`src/sv/trp_pkg.sv`:
```
package trp_pkg;

  // Width of the zero-run and tail counters inside the block.
  localparam int COUNT_WIDTH = 16;

  localparam logic [7:0] SYNC_BYTE = 8'hE6;
  localparam logic [COUNT_WIDTH-1:0] COUNT_MAX = {COUNT_WIDTH{1'b1}};

  typedef enum logic [3:0] {
    PH_FIRST    = 4'd0,
    PH_START_HI = 4'd1,
    PH_START_LO = 4'd2,
    PH_END_HI   = 4'd3,
    PH_END_LO   = 4'd4,
    PH_DATA     = 4'd5,
    PH_ZEROS    = 4'd6,
    PH_SUM_HI   = 4'd7,
    PH_SUM_LO   = 4'd8,
    PH_TAIL     = 4'd9,
    PH_ERROR    = 4'd10
  } phase_t;

  typedef enum logic [1:0] {
    ST_OK          = 2'd0,
    ST_END_BEFORE  = 2'd1,
    ST_TRUNCATED   = 2'd2,
    ST_NO_TRAILER  = 2'd3
  } status_t;

  function automatic logic [COUNT_WIDTH-1:0] sat_inc(input logic [COUNT_WIDTH-1:0] v);
    return (v != COUNT_MAX) ? v + COUNT_WIDTH'(1) : v;
  endfunction

  // Clamp a counter to the 16-bit report field.
  function automatic logic [15:0] report16(input logic [COUNT_WIDTH-1:0] v);
    logic [COUNT_WIDTH+15:0] wide;
    wide = {16'd0, v};
    if (wide > (COUNT_WIDTH+16)'(17'h0FFFF)) begin
      return 16'hFFFF;
    end
    return wide[15:0];
  endfunction

endpackage

```
`src/sv/tape_record_parser_checker_core.sv`:
```
// Tape record parser / checker.
//
// Input channel (in_valid/in_ready): one record byte per word, byte_in plus
// last_byte, which flags the final byte of the record. Header (optional 0xE6
// sync, big-endian start and end address), data bytes, zero run, 0xE6
// trailer, big-endian stored checksum and tail bytes are walked by a phase
// register; all per-byte work is one short add/compare step.
//
// Output channel (out_valid/out_ready): one report word per record, built on
// the word flagged last. The report lands in the output register on the edge
// that accepts the last byte. Throughput is one byte per cycle when no report
// stalls, set by the single register stage around the parse step.
//
// The output register holds the report until it is taken. While it is full
// and out_ready is low, in_ready drops; otherwise a byte is taken every cycle,
// including the cycle the report is taken.
//
// Reset (rst, synchronous) returns the parser to awaiting the first byte and
// empties the output register. After each report the parser state is also
// cleared, ready for the next record. Errors stick until the last byte.
module tape_record_parser_checker_core
  import trp_pkg::*;
(
  input  logic        clk,
  input  logic        rst,
  input  logic        in_valid,
  output logic        in_ready,
  input  logic [7:0]  byte_in,
  input  logic        last_byte,
  output logic        out_valid,
  input  logic        out_ready,
  output logic        leading_sync,
  output logic [15:0] start_addr,
  output logic [15:0] end_addr,
  output logic [16:0] data_size,
  output logic [15:0] zero_count,
  output logic        trailer_sync,
  output logic [15:0] stored_sum,
  output logic [15:0] computed_sum,
  output logic        sum_match,
  output logic [15:0] tail_count,
  output logic [1:0]  status
);

  // parser state
  phase_t                 phase, phase_next;
  logic                   sync_seen, sync_seen_next;
  logic [15:0]            start_reg, start_reg_next;
  logic [15:0]            end_reg, end_reg_next;
  logic [16:0]            bytes_left, bytes_left_next;
  logic [16:0]            size_reg, size_reg_next;
  logic [15:0]            sum_acc, sum_acc_next;
  logic [COUNT_WIDTH-1:0] zeros_acc, zeros_acc_next;
  logic                   trailer_seen, trailer_seen_next;
  logic [15:0]            stored_acc, stored_acc_next;
  logic [COUNT_WIDTH-1:0] tail_acc, tail_acc_next;
  status_t                error_code, error_code_next;
  status_t                status_next;

  logic in_accept;
  logic out_accept;

  assign in_ready   = !out_valid || out_ready;
  assign in_accept  = in_valid && in_ready;
  assign out_accept = out_valid && out_ready;

  // one parse step
  always_comb begin
    phase_next        = phase;
    sync_seen_next    = sync_seen;
    start_reg_next    = start_reg;
    end_reg_next      = end_reg;
    bytes_left_next   = bytes_left;
    size_reg_next     = size_reg;
    sum_acc_next      = sum_acc;
    zeros_acc_next    = zeros_acc;
    trailer_seen_next = trailer_seen;
    stored_acc_next   = stored_acc;
    tail_acc_next     = tail_acc;
    error_code_next   = error_code;
    case (phase)
      PH_FIRST: begin
        if (byte_in == SYNC_BYTE) begin
          sync_seen_next = 1'b1;
          phase_next     = PH_START_HI;
        end else begin
          start_reg_next = {byte_in, 8'h00};
          phase_next     = PH_START_LO;
        end
      end
      PH_START_HI: begin
        start_reg_next = {byte_in, 8'h00};
        phase_next     = PH_START_LO;
      end
      PH_START_LO: begin
        start_reg_next = {start_reg[15:8], byte_in};
        phase_next     = PH_END_HI;
      end
      PH_END_HI: begin
        end_reg_next = {byte_in, 8'h00};
        phase_next   = PH_END_LO;
      end
      PH_END_LO: begin
        end_reg_next = {end_reg[15:8], byte_in};
        if (end_reg_next < start_reg) begin
          error_code_next = ST_END_BEFORE;
          size_reg_next   = 17'd0;
          phase_next      = PH_ERROR;
        end else begin
          size_reg_next   = {1'b0, end_reg_next} - {1'b0, start_reg} + 17'd1;
          bytes_left_next = size_reg_next;
          sum_acc_next    = 16'd0;
          phase_next      = PH_DATA;
        end
      end
      PH_DATA: begin
        // byte*257 mod 2^16 is the byte copied into both halves
        if (bytes_left > 17'd1) begin
          sum_acc_next = sum_acc + {byte_in, byte_in};
        end else begin
          sum_acc_next = sum_acc + {8'h00, byte_in};
        end
        if (bytes_left != 17'd0) begin
          bytes_left_next = bytes_left - 17'd1;
        end
        if (bytes_left_next == 17'd0) begin
          phase_next = PH_ZEROS;
        end
      end
      PH_ZEROS: begin
        if (byte_in == 8'h00) begin
          zeros_acc_next = sat_inc(zeros_acc);
        end else if (byte_in == SYNC_BYTE) begin
          trailer_seen_next = 1'b1;
          phase_next        = PH_SUM_HI;
        end else begin
          error_code_next = ST_NO_TRAILER;
          phase_next      = PH_ERROR;
        end
      end
      PH_SUM_HI: begin
        stored_acc_next = {byte_in, 8'h00};
        phase_next      = PH_SUM_LO;
      end
      PH_SUM_LO: begin
        stored_acc_next = {stored_acc[15:8], byte_in};
        phase_next      = PH_TAIL;
      end
      PH_TAIL: begin
        tail_acc_next = sat_inc(tail_acc);
      end
      default: begin
        phase_next = PH_ERROR;
      end
    endcase
  end

  // status as the report will carry it
  always_comb begin
    if (error_code_next != ST_OK) begin
      status_next = error_code_next;
    end else if (phase_next == PH_TAIL) begin
      status_next = ST_OK;
    end else begin
      status_next = ST_TRUNCATED;
    end
  end

  // parser registers: cleared by reset and after every report
  always_ff @(posedge clk) begin
    if (rst || (in_accept && last_byte)) begin
      phase        <= PH_FIRST;
      sync_seen    <= 1'b0;
      start_reg    <= 16'd0;
      end_reg      <= 16'd0;
      bytes_left   <= 17'd0;
      size_reg     <= 17'd0;
      sum_acc      <= 16'd0;
      zeros_acc    <= '0;
      trailer_seen <= 1'b0;
      stored_acc   <= 16'd0;
      tail_acc     <= '0;
      error_code   <= ST_OK;
    end else if (in_accept) begin
      phase        <= phase_next;
      sync_seen    <= sync_seen_next;
      start_reg    <= start_reg_next;
      end_reg      <= end_reg_next;
      bytes_left   <= bytes_left_next;
      size_reg     <= size_reg_next;
      sum_acc      <= sum_acc_next;
      zeros_acc    <= zeros_acc_next;
      trailer_seen <= trailer_seen_next;
      stored_acc   <= stored_acc_next;
      tail_acc     <= tail_acc_next;
      error_code   <= error_code_next;
    end
  end

  // output register: valid flag
  always_ff @(posedge clk) begin
    if (rst) begin
      out_valid <= 1'b0;
    end else if (in_accept && last_byte) begin
      out_valid <= 1'b1;
    end else if (out_accept) begin
      out_valid <= 1'b0;
    end
  end

  // output register: report payload
  always_ff @(posedge clk) begin
    if (in_accept && last_byte) begin
      leading_sync <= sync_seen_next;
      start_addr   <= start_reg_next;
      end_addr     <= end_reg_next;
      data_size    <= size_reg_next;
      zero_count   <= report16(zeros_acc_next);
      trailer_sync <= trailer_seen_next;
      stored_sum   <= stored_acc_next;
      computed_sum <= sum_acc_next;
      sum_match    <= (status_next == ST_OK) && (stored_acc_next == sum_acc_next);
      tail_count   <= report16(tail_acc_next);
      status       <= status_next;
    end
  end

  // checks
  a_no_take_while_stalled: assert property (@(posedge clk) disable iff (rst)
    (out_valid && !out_ready) |-> !in_ready)
    else $error("byte taken while report stalled");

  a_report_from_last: assert property (@(posedge clk) disable iff (rst)
    $rose(out_valid) |-> $past(in_accept && last_byte))
    else $error("report appeared without a last byte");

  a_clear_after_last: assert property (@(posedge clk) disable iff (rst)
    (in_accept && last_byte) |=> (phase == PH_FIRST && error_code == ST_OK))
    else $error("parser not cleared after report");

  a_match_only_ok: assert property (@(posedge clk) disable iff (rst)
    (out_valid && sum_match) |-> (status == ST_OK))
    else $error("checksum match reported with bad status");

  a_bad_header_size: assert property (@(posedge clk) disable iff (rst)
    (out_valid && status == ST_END_BEFORE) |-> (data_size == 17'd0))
    else $error("nonzero size on bad header");

endmodule

```
`config.mk`:
```
export PLATFORM = sky130hd
export DESIGN_NAME = tape_record_parser_checker_core
export DESIGN_NICKNAME = d
export VERILOG_FILES = /design/src/sv/trp_pkg.sv /design/src/sv/tape_record_parser_checker_core.sv
export SDC_FILE = /design/constraint.sdc
export NUM_CORES = 1
export LEC_CHECK = 0
export BUFFER_PORTS_ARGS = -buffer_cell sky130_fd_sc_hd__buf_4
export CAP_MARGIN = 20
export CORE_UTILIZATION = 45
export CTS_BUF_LIST = sky130_fd_sc_hd__clkbuf_4
export DETAILED_ROUTE_END_ITERATION = 10
export GPL_ROUTABILITY_DRIVEN = 1
export GPL_TIMING_DRIVEN = 1
export PLACE_DENSITY = 0.61
export SETUP_SLACK_MARGIN = 0.15
export SLEW_MARGIN = 40
export SYNTH_ARGS = -nofsm -noshare
export SYNTH_HDL_FRONTEND = slang
export SYNTH_SLANG_ARGS = --single-unit
```
`constraint.sdc`:
```
create_clock -name clk -period 5.65 [get_ports clk]
set_clock_uncertainty 0.2 [all_clocks]
set_input_delay 0.2825 -clock clk [delete_from_list [all_inputs] [get_ports clk]]
set_output_delay 0.2825 -clock clk [all_outputs]
set_load 0.03 [all_outputs]
```
==> flow_summary.toml <==
[synth]
syn_nets = 1561
postSynthCellCount = 1486
ys_seq_area_frac = 0.468
synthArstFlopShare = 0
avgSynthCellArea_sq_um = 9.10
synth-edff-count = 118
yosysTopAreaCellShare = 0.262
yosysWarnings = 0
synth_area_leaders = "edfxtp_1 26%, dfxtp_1 21%, nand2_1 6.2%, ha_1 4.9%, nor2_1 4.9%"
synthMostInstantiatedCell = "nand2_1"
ys_ff_latch = 257
ys_top_cells_by_count = "223 x nand2_1, 175 x nor2_1, 139 x dfxtp_1"
yosysUniqueCellTypes = 84
synth_top_cell_by_area = "edfxtp_1"
synth-main-ff-cell = "dfxtp_1"
synth.cell_area_sq_um = 13500

[clock_tree]
cts_sinks = 257
clk_latency_ps = 670
clock-root-buffer = "clkbuf_4"
path_clk_slew_ps = 70
cts_tree = "done"
cts_buffers = 70
cts_resized = 0
cts_max_level = 3
cts_buffer_depth = 3

[floorplanning]
io_pins = 133
core-area_sq_um = 29600
dieHeight_microns = 175
die-area_sq_um = 30800
die_w_microns = 175
placementRows = 63
start_util = 0.456

[detailed_routing]
drtAntennaViolNets = 0
drc = 0
first_pass_iters = 7
vias = 11700
drt-vias-per-instance = 5.57
routed_wl_microns = 37500
drt_iter0_drc = 1012
wl_per_cell_microns = 17.9

[layout]
final_cells = 2095
drive_gt1_frac = 0.177
fillers = 2777
nNetsFinal = 1721
final_util = 0.537
area_growth_pct = 17.6

[power]
power_frac_comb = 0.152
pwr-share-seq = 0.457
p_int_w = 0.00316
netSwitchingPower_w = 0.00130
switching_share = 0.291
cellPowerDensity_nw_per_um2 = 280
p_leak_nw = 6.21
max-vdd-ir-drop_mv = 0.133
share_clk_of_total_power = 0.391

[critical_path]
cp-endpoint = "sum_match"
cp-end-kind = "register"
r2r_cells = 14
reg2reg_to = "sum_match"
crit_start = "bytes_left[11]"
r2r_start = "bytes_left[11]"
cp.required_ps = 5940
crit_arrival_ps = 4930
worst-path-max-fanout = 9
crit_type = "register to register"
reg2reg_slack_ps = 1010
critPathLaunchType = "register"

[global_route]
grt_pass1_vias = 11000
grt_max_degree = 76
antenna_found_initial = 1
grt_pass1_wl_microns = 59400
grt_use_total = 0.245
overflow = 0

[timing]
post-route-min-period_ps = 4640
setup_viol = 0
rsz0062_at_grt = "false"
tightest_slew_ps = 821
period_share = 0.821
fin_setup_tns_ps = 0
fmaxAchievable_mhz = 216
hold_violations = 0
timing.slew.headroom = 0.451
drv_slew = 0

[placement]
numPortBuffers = 132
dpl.hpwl_microns = 25500
dp_cells = 1954
gp_congestion = 0.877

[flow_run]
cap_violations = 0

[run_status]
status = "finished, final reports clean"

[hold_path]
hold_class = "input pin to register"
worst min-delay path by stage:
stage	startpoint	end	slack, ps	cells after the start
floorplan	rst	out_valid	150	1
global placement	size_reg[14]	size_reg[14]	240	2
detailed placement	sync_seen	sync_seen	250	2
CTS	in_valid	stored_acc[6]	1	4
global route	in_valid	sum_acc[2]	80	4
finish	in_valid	sum_acc[6]	70	4
final cells by class:
type                       count  area (sq um)  area share
multi-input combinational   1097          6680       0.420
sequential                   257          6330       0.398
timing repair buffer         158          1230      0.0772
clock buffer                 102           766      0.0481
tap                          390           488      0.0307
inverter                      62           235      0.0148
clock inverter                28           180      0.0113
antenna                        1          2.50    0.000157
routing by layer:
layer,share of wire,vias up,routed length [microns],GRT usage
met1,0.46,5561,17400,0.338
met2,0.45,387,17000,0.380
met5,0,-,0,0
li1,-,5655,-,-
met3,0.063,58,2350,0.0511
met4,0.021,0,807,0.0891
cells in the final DEF, fill, tap and decap left out, types with 17 or more instances in the layout:
cell type,n
edfxtp_1,118
o21ai_0,65
nor3_1,50
nor2_1,175
clkinv_1,17
ha_1,53
nand2_1,222
a21oi_1,121
nand3_1,39
buf_4,146
clkbuf_4,102
xnor2_1,34
xor2_1,32
inv_1,61
dfxtp_1,139
a211oi_1,22
a22o_1,17
repair_timing:
item                                   CTS  global route
endpoints found under the hold margin   44             0
setup buffers                            0             0
hold buffers                            10             0
stage by stage:
| step | hold slack (ps) | area, sq um | power (W) | worst slack [ps] |
|---|---|---|---|---|
| 2_1_floorplan | 152 | 13500 | 0.00251 | 474 |
| 3_3_place_gp | 239 | 14800 | 0.00273 | 1180 |
| 3_5_place_dp | 248 | 14900 | 0.00274 | 1110 |
| 4_1_cts | 1.31 | 15900 | 0.00450 | 1070 |
| 5_1_grt | 81.1 | 15900 | 0.00467 | 789 |
| 6_report | 66.3 | 15900 | 0.00446 | 1010 |
logic make-up (layout without fill, tap and decap cells):
group,count (synthesis),in the layout,share of synthesized area
DFF,257,257,0.468
xor gates and xnor gates,66,66,0.0427
adders and majority gates,62,62,0.0623
muxes,14,14,0.0107
other,0,1,0
AOI/OAI and AO/OA,342,342,0.164
buffers and inverters,132,350,0.0394
and+or+nand+nor,613,613,0.213
critical path, stage by stage, from the launching register on:
cell     delay, ps
dfxtp_1        350
nor3_1         480
nand4_4        230
or4_1          660
and2_1         230
ha_1           330
a21o_1         240
nor3_1         130
o21ai_0        100
a21oi_1        180
nor3_1          80
or3b_2         480
nor4_2         320
nand4_1        150
nor4_2         290
power groups by stage:
stage	clock, W	combinational (W)	sequential, W
after floorplan	0	0.000369	0.00214
after global placement	0	0.000655	0.00208
after detailed placement	0	0.000660	0.00208
after CTS	0.00180	0.000670	0.00204
after global routing	0.00190	0.000733	0.00204
final	0.00174	0.000676	0.00204
(Power assumes the default switching activity.)
